**src/design/lca_pkg.sv**
```systemverilog
// Shared types and constants for the life cellular automaton block.
package lca_pkg;

   localparam int ROW_W   = 5;
   localparam int COL_W   = 5;
   localparam int BITS_W  = 32;

   // Action codes carried by an input item
   localparam logic [1:0] ACT_GEN    = 2'd0;
   localparam logic [1:0] ACT_TOGGLE = 2'd1;
   localparam logic [1:0] ACT_READ   = 2'd2;

   // Operation codes after classification
   localparam logic [1:0] OP_GEN    = 2'd0;
   localparam logic [1:0] OP_TOGGLE = 2'd1;
   localparam logic [1:0] OP_READ   = 2'd2;

   // B3/S23 neighbor counts
   localparam logic [3:0] NB_SURVIVE = 4'd2;
   localparam logic [3:0] NB_BIRTH   = 4'd3;

   typedef struct packed {
      logic [1:0]       action;
      logic [ROW_W-1:0] row;
      logic [COL_W-1:0] col;
   } req_type;

   typedef struct packed {
      logic [BITS_W-1:0] row_bits;
      logic              cell_state;
   } rsp_type;

   typedef struct packed {
      logic [1:0]       op;
      logic [ROW_W-1:0] row;
      logic [COL_W-1:0] col;
      logic             row_ok;
      logic             col_ok;
   } cmd_type;

endpackage

```
**src/design/life_cellular_automaton.sv**
```systemverilog
// Top level of the B3/S23 life cellular automaton: front queue plus grid engine.
// Flow: a toggle or read passes through the front queue, a row read of the grid
//   RAM and the result register; a generation sweeps the grid RAM one row per cycle.
// Throughput: one item at a time in the engine; a two-entry front queue keeps
//   taking items, until full, while the engine works or a result waits to be popped.
// Reset: synchronous, active high; empties both queues and marks every row dead.
module life_cellular_automaton #(
   parameter int GRID_ROWS = 32,
   parameter int GRID_COLS = 32
) (
   input  logic             clock,
   input  logic             reset,
   input  logic             req_push,
   output logic             req_full,
   input  lca_pkg::req_type req_item,
   output logic             rsp_empty,
   input  logic             rsp_pop,
   output lca_pkg::rsp_type rsp_item
);

   // classified item handed from the front queue to the engine
   lca_pkg::cmd_type cmd;
   logic             cmd_valid;
   logic             cmd_pop;

   // Front: decodes action (unused code behaves as read) and range-checks
   // row and column before queuing the item.
   lca_front #(.GRID_ROWS(GRID_ROWS), .GRID_COLS(GRID_COLS)) u_front (
      .clock     (clock),
      .reset     (reset),
      .req_push  (req_push),
      .req_full  (req_full),
      .req_item  (req_item),
      .cmd_valid (cmd_valid),
      .cmd_pop   (cmd_pop),
      .cmd       (cmd)
   );

   // Back: grid RAM with per-row valid bits. A generation sweeps rows in
   // order through a three-row window and writes each new row back in place
   // once the row below it has been read, so only the old generation is used.
   // Cells past any edge count as dead. The result register holds one item.
   lca_back #(.GRID_ROWS(GRID_ROWS), .GRID_COLS(GRID_COLS)) u_back (
      .clock     (clock),
      .reset     (reset),
      .cmd_valid (cmd_valid),
      .cmd_pop   (cmd_pop),
      .cmd       (cmd),
      .rsp_empty (rsp_empty),
      .rsp_pop   (rsp_pop),
      .rsp_item  (rsp_item)
   );

endmodule

```
**src/design/lca_ram.sv**
```systemverilog
// Generic single-port-write, single-port-read RAM with registered read data.
module lca_ram #(
   parameter int WIDTH = 32,
   parameter int DEPTH = 32
) (
   input  logic                     clock,
   input  logic                     wr_en,
   input  logic [$clog2(DEPTH)-1:0] wr_addr,
   input  logic [WIDTH-1:0]         wr_data,
   input  logic [$clog2(DEPTH)-1:0] rd_addr,
   output logic [WIDTH-1:0]         rd_data
);

   logic [WIDTH-1:0] mem_ff [DEPTH];
   logic [WIDTH-1:0] rd_data_ff;

   always_ff @(posedge clock) begin
      if (wr_en) begin
         mem_ff[wr_addr] <= wr_data;
      end
      rd_data_ff <= mem_ff[rd_addr];
   end

   assign rd_data = rd_data_ff;

endmodule

```
**src/design/lca_front.sv**
```systemverilog
// Front end: accepts items, classifies them and queues them for the engine.
module lca_front #(
   parameter int GRID_ROWS = 32,
   parameter int GRID_COLS = 32
) (
   input  logic             clock,
   input  logic             reset,
   input  logic             req_push,
   output logic             req_full,
   input  lca_pkg::req_type req_item,
   output logic             cmd_valid,
   input  logic             cmd_pop,
   output lca_pkg::cmd_type cmd
);

   lca_pkg::cmd_type q_ff [2];
   lca_pkg::cmd_type q_in [2];
   logic [1:0]       cnt_ff, cnt_in;
   lca_pkg::cmd_type cls;
   logic             push, pop;
   logic [1:0]       wr_pos;

   always_comb begin
      cls.row    = req_item.row;
      cls.col    = req_item.col;
      cls.row_ok = (7'(req_item.row) < 7'(GRID_ROWS));
      cls.col_ok = (7'(req_item.col) < 7'(GRID_COLS));
      case (req_item.action)
         lca_pkg::ACT_GEN:    cls.op = lca_pkg::OP_GEN;
         lca_pkg::ACT_TOGGLE: cls.op = lca_pkg::OP_TOGGLE;
         lca_pkg::ACT_READ:   cls.op = lca_pkg::OP_READ;
         default:             cls.op = lca_pkg::OP_READ;   // unused code acts as read
      endcase
   end

   assign req_full  = (cnt_ff == 2'd2);
   assign push      = req_push && !req_full;
   assign cmd_valid = (cnt_ff != 2'd0);
   assign pop       = cmd_pop && cmd_valid;
   assign cmd       = q_ff[0];
   assign wr_pos    = cnt_ff - {1'b0, pop};

   always_comb begin
      q_in[0] = pop ? q_ff[1] : q_ff[0];
      q_in[1] = q_ff[1];
      if (push) begin
         if (wr_pos == 2'd0) begin
            q_in[0] = cls;
         end else begin
            q_in[1] = cls;
         end
      end
      cnt_in = cnt_ff + {1'b0, push} - {1'b0, pop};
   end

   always_ff @(posedge clock) begin
      if (reset) begin
         cnt_ff <= 2'd0;
      end else begin
         cnt_ff <= cnt_in;
      end
      q_ff[0] <= q_in[0];
      q_ff[1] <= q_in[1];
   end

endmodule

```
**src/design/lca_back.sv**
```systemverilog
// Back end: runs toggle, read and row-swept generation over the grid RAM.
module lca_back #(
   parameter int GRID_ROWS = 32,
   parameter int GRID_COLS = 32
) (
   input  logic             clock,
   input  logic             reset,
   input  logic             cmd_valid,
   output logic             cmd_pop,
   input  lca_pkg::cmd_type cmd,
   output logic             rsp_empty,
   input  logic             rsp_pop,
   output lca_pkg::rsp_type rsp_item
);

   localparam int RA = $clog2(GRID_ROWS);
   localparam int SW = $clog2(GRID_ROWS + 1);
   localparam int BITS_W_L = lca_pkg::BITS_W;

   localparam logic [1:0] ST_IDLE = 2'd0;
   localparam logic [1:0] ST_ROW  = 2'd1;
   localparam logic [1:0] ST_GEN  = 2'd2;

   logic [1:0]            state_ff, state_in;
   lca_pkg::cmd_type      cur_ff, cur_in;
   logic [SW-1:0]         step_ff, step_in;
   logic [GRID_COLS-1:0]  up_ff, up_in, mid_ff, mid_in;
   logic [GRID_COLS-1:0]  res_ff, res_in;
   logic                  rsp_valid_ff, rsp_valid_in;
   logic [GRID_ROWS-1:0]  vld_ff, vld_in;
   logic [RA-1:0]         rd_addr_ff, rd_addr_in;

   logic                  wr_en;
   logic [RA-1:0]         wr_addr;
   logic [GRID_COLS-1:0]  wr_data;
   logic [GRID_COLS-1:0]  ram_q, rd_row, dn_row, gen_row, tog_row;
   logic [GRID_COLS+1:0]  up_p, mid_p, dn_p;
   logic [BITS_W_L-1:0]   res_ext;

   lca_ram #(.WIDTH(GRID_COLS), .DEPTH(GRID_ROWS)) u_grid (
      .clock   (clock),
      .wr_en   (wr_en),
      .wr_addr (wr_addr),
      .wr_data (wr_data),
      .rd_addr (rd_addr_in),
      .rd_data (ram_q)
   );

   // rows never written read as dead
   assign rd_row = vld_ff[rd_addr_ff] ? ram_q : '0;

   // window below the row being computed; zero past the last row
   assign dn_row = (step_ff < SW'(GRID_ROWS)) ? rd_row : '0;
   assign up_p   = {1'b0, up_ff, 1'b0};
   assign mid_p  = {1'b0, mid_ff, 1'b0};
   assign dn_p   = {1'b0, dn_row, 1'b0};

   always_comb begin
      logic [3:0] nb;
      gen_row = '0;
      for (int c = 0; c < GRID_COLS; c++) begin
         nb = 4'(up_p[c]) + 4'(up_p[c+1]) + 4'(up_p[c+2])
            + 4'(mid_p[c]) + 4'(mid_p[c+2])
            + 4'(dn_p[c]) + 4'(dn_p[c+1]) + 4'(dn_p[c+2]);
         gen_row[c] = (nb == lca_pkg::NB_BIRTH) ||
                      (mid_p[c+1] && (nb == lca_pkg::NB_SURVIVE));
      end
   end

   assign tog_row = cur_ff.col_ok
                  ? (rd_row ^ (GRID_COLS'(1) << cur_ff.col)) : rd_row;

   always_comb begin
      state_in     = state_ff;
      cur_in       = cur_ff;
      step_in      = step_ff;
      up_in        = up_ff;
      mid_in       = mid_ff;
      res_in       = res_ff;
      rsp_valid_in = rsp_valid_ff && !rsp_pop;
      vld_in       = vld_ff;
      rd_addr_in   = rd_addr_ff;
      wr_en        = 1'b0;
      wr_addr      = RA'(cur_ff.row);
      wr_data      = tog_row;
      cmd_pop      = 1'b0;

      case (state_ff)
         ST_IDLE: begin
            if (cmd_valid && !rsp_valid_ff) begin
               cmd_pop = 1'b1;
               cur_in  = cmd;
               res_in  = '0;
               if (cmd.op == lca_pkg::OP_GEN) begin
                  rd_addr_in = '0;
                  step_in    = '0;
                  up_in      = '0;
                  mid_in     = '0;
                  state_in   = ST_GEN;
               end else if (cmd.row_ok) begin
                  rd_addr_in = RA'(cmd.row);
                  state_in   = ST_ROW;
               end else begin
                  rsp_valid_in = 1'b1;
               end
            end
         end
         ST_ROW: begin
            if (cur_ff.op == lca_pkg::OP_TOGGLE) begin
               wr_en           = 1'b1;
               vld_in[wr_addr] = 1'b1;
               res_in          = tog_row;
            end else begin
               res_in = rd_row;
            end
            rsp_valid_in = 1'b1;
            state_in     = ST_IDLE;
         end
         ST_GEN: begin
            if (step_ff < SW'(GRID_ROWS - 1)) begin
               rd_addr_in = RA'(step_ff + SW'(1));
            end
            if (step_ff != '0) begin
               wr_en           = 1'b1;
               wr_addr         = RA'(step_ff - SW'(1));
               wr_data         = gen_row;
               vld_in[wr_addr] = 1'b1;
               if (cur_ff.row_ok && (wr_addr == RA'(cur_ff.row))) begin
                  res_in = gen_row;
               end
            end
            up_in   = mid_ff;
            mid_in  = dn_row;
            step_in = step_ff + SW'(1);
            if (step_ff == SW'(GRID_ROWS)) begin
               rsp_valid_in = 1'b1;
               state_in     = ST_IDLE;
            end
         end
         default: begin
            state_in = ST_IDLE;
         end
      endcase
   end

   always_ff @(posedge clock) begin
      if (reset) begin
         state_ff     <= ST_IDLE;
         rsp_valid_ff <= 1'b0;
         vld_ff       <= '0;
      end else begin
         state_ff     <= state_in;
         rsp_valid_ff <= rsp_valid_in;
         vld_ff       <= vld_in;
      end
      cur_ff     <= cur_in;
      step_ff    <= step_in;
      up_ff      <= up_in;
      mid_ff     <= mid_in;
      res_ff     <= res_in;
      rd_addr_ff <= rd_addr_in;
   end

   assign res_ext            = BITS_W_L'(res_ff);
   assign rsp_empty          = !rsp_valid_ff;
   assign rsp_item.row_bits  = res_ext;
   assign rsp_item.cell_state = cur_ff.col_ok && res_ext[cur_ff.col];

endmodule
```
**config.mk**
```make
export PLATFORM = sky130hd
export DESIGN_NAME = life_cellular_automaton
export DESIGN_NICKNAME = d
export VERILOG_FILES = /design/src/design/lca_pkg.sv /design/src/design/life_cellular_automaton.sv /design/src/design/lca_ram.sv /design/src/design/lca_front.sv /design/src/design/lca_back.sv
export SDC_FILE = /design/constraint.sdc
export NUM_CORES = 2
export LEC_CHECK = 0
export BUFFER_PORTS_ARGS = -buffer_cell sky130_fd_sc_hd__buf_2
export CAP_MARGIN = 20
export CORE_AREA = 2 2 336 338
export CTS_CLUSTER_DIAMETER = 60
export DETAILED_ROUTE_END_ITERATION = 10
export DIE_AREA = 0 0 338 340
export PLACE_DENSITY = 0.65
export SLEW_MARGIN = 20
export SYNTH_ARGS = -nofsm -noshare
export SYNTH_HDL_FRONTEND = slang
export SYNTH_SLANG_ARGS = --single-unit
```
**constraint.sdc**
```tcl
create_clock -name clock -period 10.1 [get_ports clock]
set_clock_uncertainty 0.1 [all_clocks]
set_input_delay 2.02 -clock clock [delete_from_list [all_inputs] [get_ports clock]]
set_output_delay 2.02 -clock clock [all_outputs]
set_load 0.03 [all_outputs]
```
# --- After elaboration in Yosys (flattened, before gate mapping) ---
# Memories as Yosys holds them, arrays and structs flattened. A register that Yosys moved wholly into a read port is not among the register bits.
# Cells that the tools add are included.
totals:
  word_cells: 474
  ram_bits: 1052
  n_memories: 2
  ff_bits: 158
memory_table:
  columns: ["memory", "words", "width", "rd", "rd_clocked_by_memory_dff", "write_ports", "line", "text"]
  rows:
  - ["u_back.u_grid.mem_ff", 32, 32, 1, 1, 1, "lca_ram.sv:14", "logic [WIDTH-1:0] mem_ff [DEPTH];"]
  - ["u_front.q_ff", 2, 14, 2, 0, 2, "lca_front.sv:16", "lca_pkg::cmd_type q_ff [2];"]
op_classes:
  addsub: 222
  reduce_logical: 89
  order_cmp: 8
  bitwise: 3
  n_mux: 57
  shift: 1
  eq_ne: 78
ops:
  columns: ["op", "count"]
  rows:
  - ["$add 4x1->4", 186]
  - ["$mux 32", 13]
  - ["$eq 4x2->1 const B", 64]
  - ["$pmux 32 s2", 3]
  - ["$pmux 32 s3", 1]
  - ["$or 32x32->32", 2]
  - ["$add 1x1->2", 31]
  - ["$mux 14", 3]
  - ["$logic_and 1x1->1", 40]
  - ["$logic_or 1x1->1", 32]
  - ["$shl 1x5->32 const A", 1]
  - ["$xor 32x32->32", 1]
  - ["$mux 5", 6]
  - ["$mux 28", 1]
  - ["$lt 5x6->1 const B", 4]
  - ["$mux 1", 14]
  - ["$mux 6", 2]
  - ["$ne 2x1->1 const B", 6]
  - ["$pmux 6 s2", 1]
  - ["$bmux 1 s5", 2]
  - ["$demux 1 s5", 2]
  - ["$ge 5x1->1 const B", 2]
  - ["$pmux 5 s2", 1]
  - ["$reduce_and 3->1", 3]
  - ["22 further kinds", 37]

# --- Longest topological paths before layout ---
logic_depth:
  ltp_word: 13
  depth_mapped: 21
  depth_no_buf: 18

# --- By module ---
# Synthesis repeated with hierarchy kept, for this count alone.
unflattened:
  cells_unflattened: 3886
  hier_area_um2: 56281.5
modules_own_cells:
  columns: ["module", "area_per_inst_um2", "cells_each", "n_inst", "seq_area_each_um2"]
  rows:
  - ["lca_ram", 40492.6, 2260, 1, 31390.1]
  - ["lca_back", 14570.2, 1537, 1, 4284.1]
  - ["lca_front", 1218.7, 89, 1, 680.7]

# --- Least setup slack after synthesis ---
# No wires, ideal clock.
synth_path:
  kind: "register to register"
  start: "register u_back.rd_addr_ff[1]"
  end: "memory u_back.u_grid.mem_ff[0][12] (data pin)"
  path_buffers: 3
  t_arrival_ps: 5523
  setup_ps: 362
  slack_ps: 4115
  stages_incl_launch_ff: 20
  path_cell_list: "dfxtp_1 -> buf_4 -> mux4_2 -> mux2_2 -> mux4_2 -> and2_1 -> buf_6 -> clkbuf_1 -> nand2_1 -> fa_1 -> fa_1 -> inv_1 -> ha_1 -> a31oi_4 -> fa_1 -> nor3_1 -> a21oi_1 -> nor2_1 -> o221ai_1 -> o21ai_1"
synth_via:
  elab_chain_len: 12
  word_cells_on_any_way: 15
  classes_between: "add/sub: 3; eq/ne: 2; mux: 7; bitwise: 1; reduce/logical: 2"
synth_rtl:
  columns: ["element", "line", "text"]
  rows:
  - ["from (decl)", "lca_back.sv:31", "logic [RA-1:0] rd_addr_ff, rd_addr_in;"]
  - ["from (signal assigned)", "lca_back.sv:161", "rd_addr_ff <= rd_addr_in;"]
  - ["$bmux 1 s5 (*)", "lca_back.sv:50", "assign rd_row = vld_ff[rd_addr_ff] ? ram_q : '0;"]
  - ["$mux 1 (implied by the code) (*)", "lca_back.sv:50", null]
  - ["$mux 32 (*)", "lca_back.sv:50", null]
  - ["$mux 32", "lca_back.sv:53", "assign dn_row = (step_ff < SW'(GRID_ROWS)) ? rd_row : '0;"]
  - ["$add 4x1->4 (3 in series)", "lca_back.sv:64", "+ 4'(dn_p[c]) + 4'(dn_p[c+1]) + 4'(dn_p[c+2]);"]
  - ["$eq 4x2->1", "lca_back.sv:66", "(mid_p[c+1] && (nb == lca_pkg::NB_SURVIVE));"]
  - ["$logic_and 1x1->1", "lca_back.sv:66", null]
  - ["$logic_or 1x1->1", "lca_back.sv:65", "gen_row[c] = (nb == lca_pkg::NB_BIRTH) ||"]
  - ["$mux 32", "lca_back.sv:123", "if (step_ff != '0) begin"]
  - ["$mux 32 (*)", "lca_back.sv:88", "case (state_ff)"]
  - ["net u_back.u_grid.wr_data[12]", "lca_ram.sv:9", "input logic [WIDTH-1:0] wr_data,"]
  - ["to (decl)", "lca_ram.sv:14", null]
# Mark *: on every way through the listed nets, which the timed path passes. The rest lies on a longest branch. The select of a mux whose other input is x is not followed.

# --- Worst setup path in the final report ---
layout_path:
  start: "register u_back.rd_addr_ff[1]"
  end: "memory u_back.u_grid.mem_ff[23][12] (data pin)"
# The elaborated chain is that of the path after synthesis.

==> metrics.cfg <==
[outcome]
outcome = completed

[finish]
stdcell_area_um2 = 62100
layout_common_cells = edfxtp_1 (1,152), nand2_1 (939), inv_1 (312)
nets = 4733
diodes = 0
syn2layout_area_growth_pct = 12.1
drive_above_1_share_pct = 10.1
layout_commonest_cell = edfxtp_1

[yosys]
synth_edf_count = 1152
synth_top_area_share_pct = 62.5
ys_async_sr_fraction_pct = 0
synth_area_leaders = edfxtp_1 (62%), nand2_1 (6.4%), fa_1 (4.4%)
synth.ff_latch_count = 1240
synth-main-ff-cell = edfxtp_1
ys_seq_area_share_pct = 65.7
syn-num-nets = 4676
synth_area_um2 = 55400
syn_inst = 4433
synth_cell_types = 72
yosys.area.top_type = edfxtp_1
syn_area_per_cell_um2 = 12.5
yosysWarningCount = 0

[route]
vias = 35151
drt-total-wl_um = 139000
post-route-drc-count = 0
drtIter0Drc = 3367
wl_per_cell_um = 22.8
viasPerCell = 5.77
antenna_left = 0
dr.pass1.iters = 6

[timing]
fmax_mhz = 143
rsz0062_at_grt = false
worst_slew_margin_rel_pct = 14.8
period_share_pct = 69.3
finalCriticalPeriod_ps = 7000
slew_violations = 0
worst_hold_slack_ps = 330
setup-tns-final_ps = 0
hold_viol = 0
worst_pin_slew_ps = 1250
setup_viol = 0

[cts]
cts_max_level = 4
path_clk_slew_ps = 60
cts_hold_buf = 0
cts_tree = done
clock_sinks = 1240
cts-root-buf = clkbuf_16
cts_resized = 0
clk_latency_ps = 740
numCtsBuffers = 130
cts_buffer_depth = 3
cts_setup_buffers = 0

[worst_setup_path]
crit_top_cell = fa_1
crit_buf_inv = 2
crit_arrival_ps = 7340
r2r-start = u_back.rd_addr_ff[1]
r2r_cells = 17
r2r_end = u_back.u_grid.mem_ff[23][12]
startpoint_type = flip-flop
crit_path_end_kind = flip-flop
cp_max_fo = 33
reg2reg_slack_ps = 3100
critPathTopFamily = adder cells
cp_slowest_cell = mux4_2
cp_slowest_stage_delay_ps = 810
cp.required_ps = 10430
critPathKind = reg -> reg
cp_cell_sequence = mux4_2 > mux2_2 > mux4_2 > and2_1 > buf_4 > nand2_1 > fa_1 > fa_1 > inv_1 > ha_1 > a31oi_4 > fa_1 > nor3_1 > a21oi_1 > nor2_1 > o221ai_1 > o21ai_4

[floorplan]
top_level_ports = 51
fp-row-count = 123
start_util_pct = 49.6
dieArea_um2 = 115000
chipHeight_um = 340
fp.dieW_um = 338
core_area_um2 = 112000

[power_and_ir_drop]
power_density_nw_per_um2 = 326
leakage_nw = 22.7
vdd_ir_drop_max_mv = 0.423

[global_routing]
grt_usage_pct = 24.4
grt_max_degree = 166
antenna_found_initial = 3
overflow = 0
grt_pass1_vias = 34614
grt_pass1_wl_um = 212000

[run]
maxCapViolCount = 0

[placement]
portBuffers = 50
gp_congestion = 0.867
place_area_um2 = 58000
dpl.hpwl_um = 81700

[worst_hold_path]
hp-class = reg -> reg
holdPathStages = 0
hp-start = u_front.q_ff[0][2]
whs_endpoint = u_back.cur_ff[2]

## cell families (layout without fill, tap and decap cells)
kind of cell             count (synthesis)  count (layout)  synth area share, %
buffers and inverters                  549             703                 3.84
adder cells (fa/ha/maj)                227             227                 6.77
multiplexers                           168             168                 3.48
XOR/XNOR                                80              80                 1.27
flip-flops                            1240            1240                 65.7
AO/OA/AOI/OAI                          677             677                 7.67
AND/OR/NAND/NOR                       1492            1492                 11.3
## how the worst max path moves through the flow
stage	startpoint	end	depth (start not counted)	slack (ps)
after floorplan	u_back.rd_addr_ff[1]	u_back.u_grid.mem_ff[0][12]	19	4120
after global placement	u_back.rd_addr_ff[1]	u_back.u_grid.mem_ff[25][12]	17	2910
after detailed placement	u_back.rd_addr_ff[1]	u_back.u_grid.mem_ff[23][12]	17	2790
after CTS	u_back.rd_addr_ff[1]	u_back.u_grid.mem_ff[23][12]	17	2750
after global routing	u_back.rd_addr_ff[1]	u_back.u_grid.mem_ff[21][12]	17	2730
final	u_back.rd_addr_ff[1]	u_back.u_grid.mem_ff[23][12]	17	3100
## power breakdown
| part | leakage [nW] | switching (mW) | internal (mW) |
|---|---|---|---|
| sequential | 11.4 | 0.321 | 6.30 |
| clock | 1.99 | 1.97 | 2.59 |
| combinational | 9.26 | 6.28 | 2.75 |
## synthesized netlist by cell type, drive strengths merged (3+ instances only)
cell,number
nand3b,3
a2111oi,51
o32ai,4
mux2,5
o21ai,162
and3,129
nand2b,6
a21boi,3
buf,60
nand3,84
a221oi,3
a211oi,32
nor3,43
inv,316
nor2,234
dfxtp,88
nand4b,3
a22oi,31
fa,121
a31oi,106
o22ai,63
ha,106
mux4,19
and2,8
a32oi,33
clkbuf,172
nor2b,20
edfxtp,1152
o221ai,3
nor3b,3
a21oi,167
xnor2,40
nand4,3
or3,5
nand2,942
xor2,40
mux2i,144
## flip-flops by register name, summed over array words and instances (netlist names)
register / count
u_back.u_grid.mem_ff: 1024
u_back.mid_ff: 32
u_back.res_ext: 32
u_back.u_grid.rd_data: 32
u_back.up_ff: 32
u_back.vld_ff: 32
u_front.q_ff: 26
u_back.cur_ff: 14
u_back.step_ff: 6
u_back.rd_addr_ff: 5
u_back.state_ff: 2
u_front.cnt_ff: 2
u_back.rsp_valid_ff: 1
## worst register-to-register path, cell delays in order (launching register included)
cell and delay (ps):
dfxtp_1 720, mux4_2 590, mux2_2 290, mux4_2 810, and2_1 510, buf_4 340
nand2_1 280, fa_1 460, fa_1 500, inv_1 50, ha_1 340, a31oi_4 110
fa_1 400, nor3_1 190, a21oi_1 70, nor2_1 80, o221ai_1 200, o21ai_4 650
## metrics by stage
step	cells	utilization (%)	setup slack, ps	power, mW
2_1_floorplan	4433	-	4120	12.4
3_3_place_gp	5856	51.9	2910	15.5
3_5_place_dp	5858	51.9	2790	15.7
4_1_cts	6087	55.6	2750	20.2
5_1_grt	6087	55.6	2730	21.4
6_report	6087	55.6	3100	20.2
## per-layer routing
layer  share of wire (%)  track usage [%]
met1                  43             34.8
met2                  47             38.7
met3                 7.5             3.82
met4                 2.5             7.58
met5                   0                0
## cell type report
cell class,count,area [µm²]
clock buffers,172,3660
clock inverters,57,413
fillers,9030,49500
inverters,317,1200
multi-input cells,2644,17500
flip-flops and latches,1240,36400
well taps,1500,1880
repair buffers,157,1100
(Power assumes the default switching activity.)
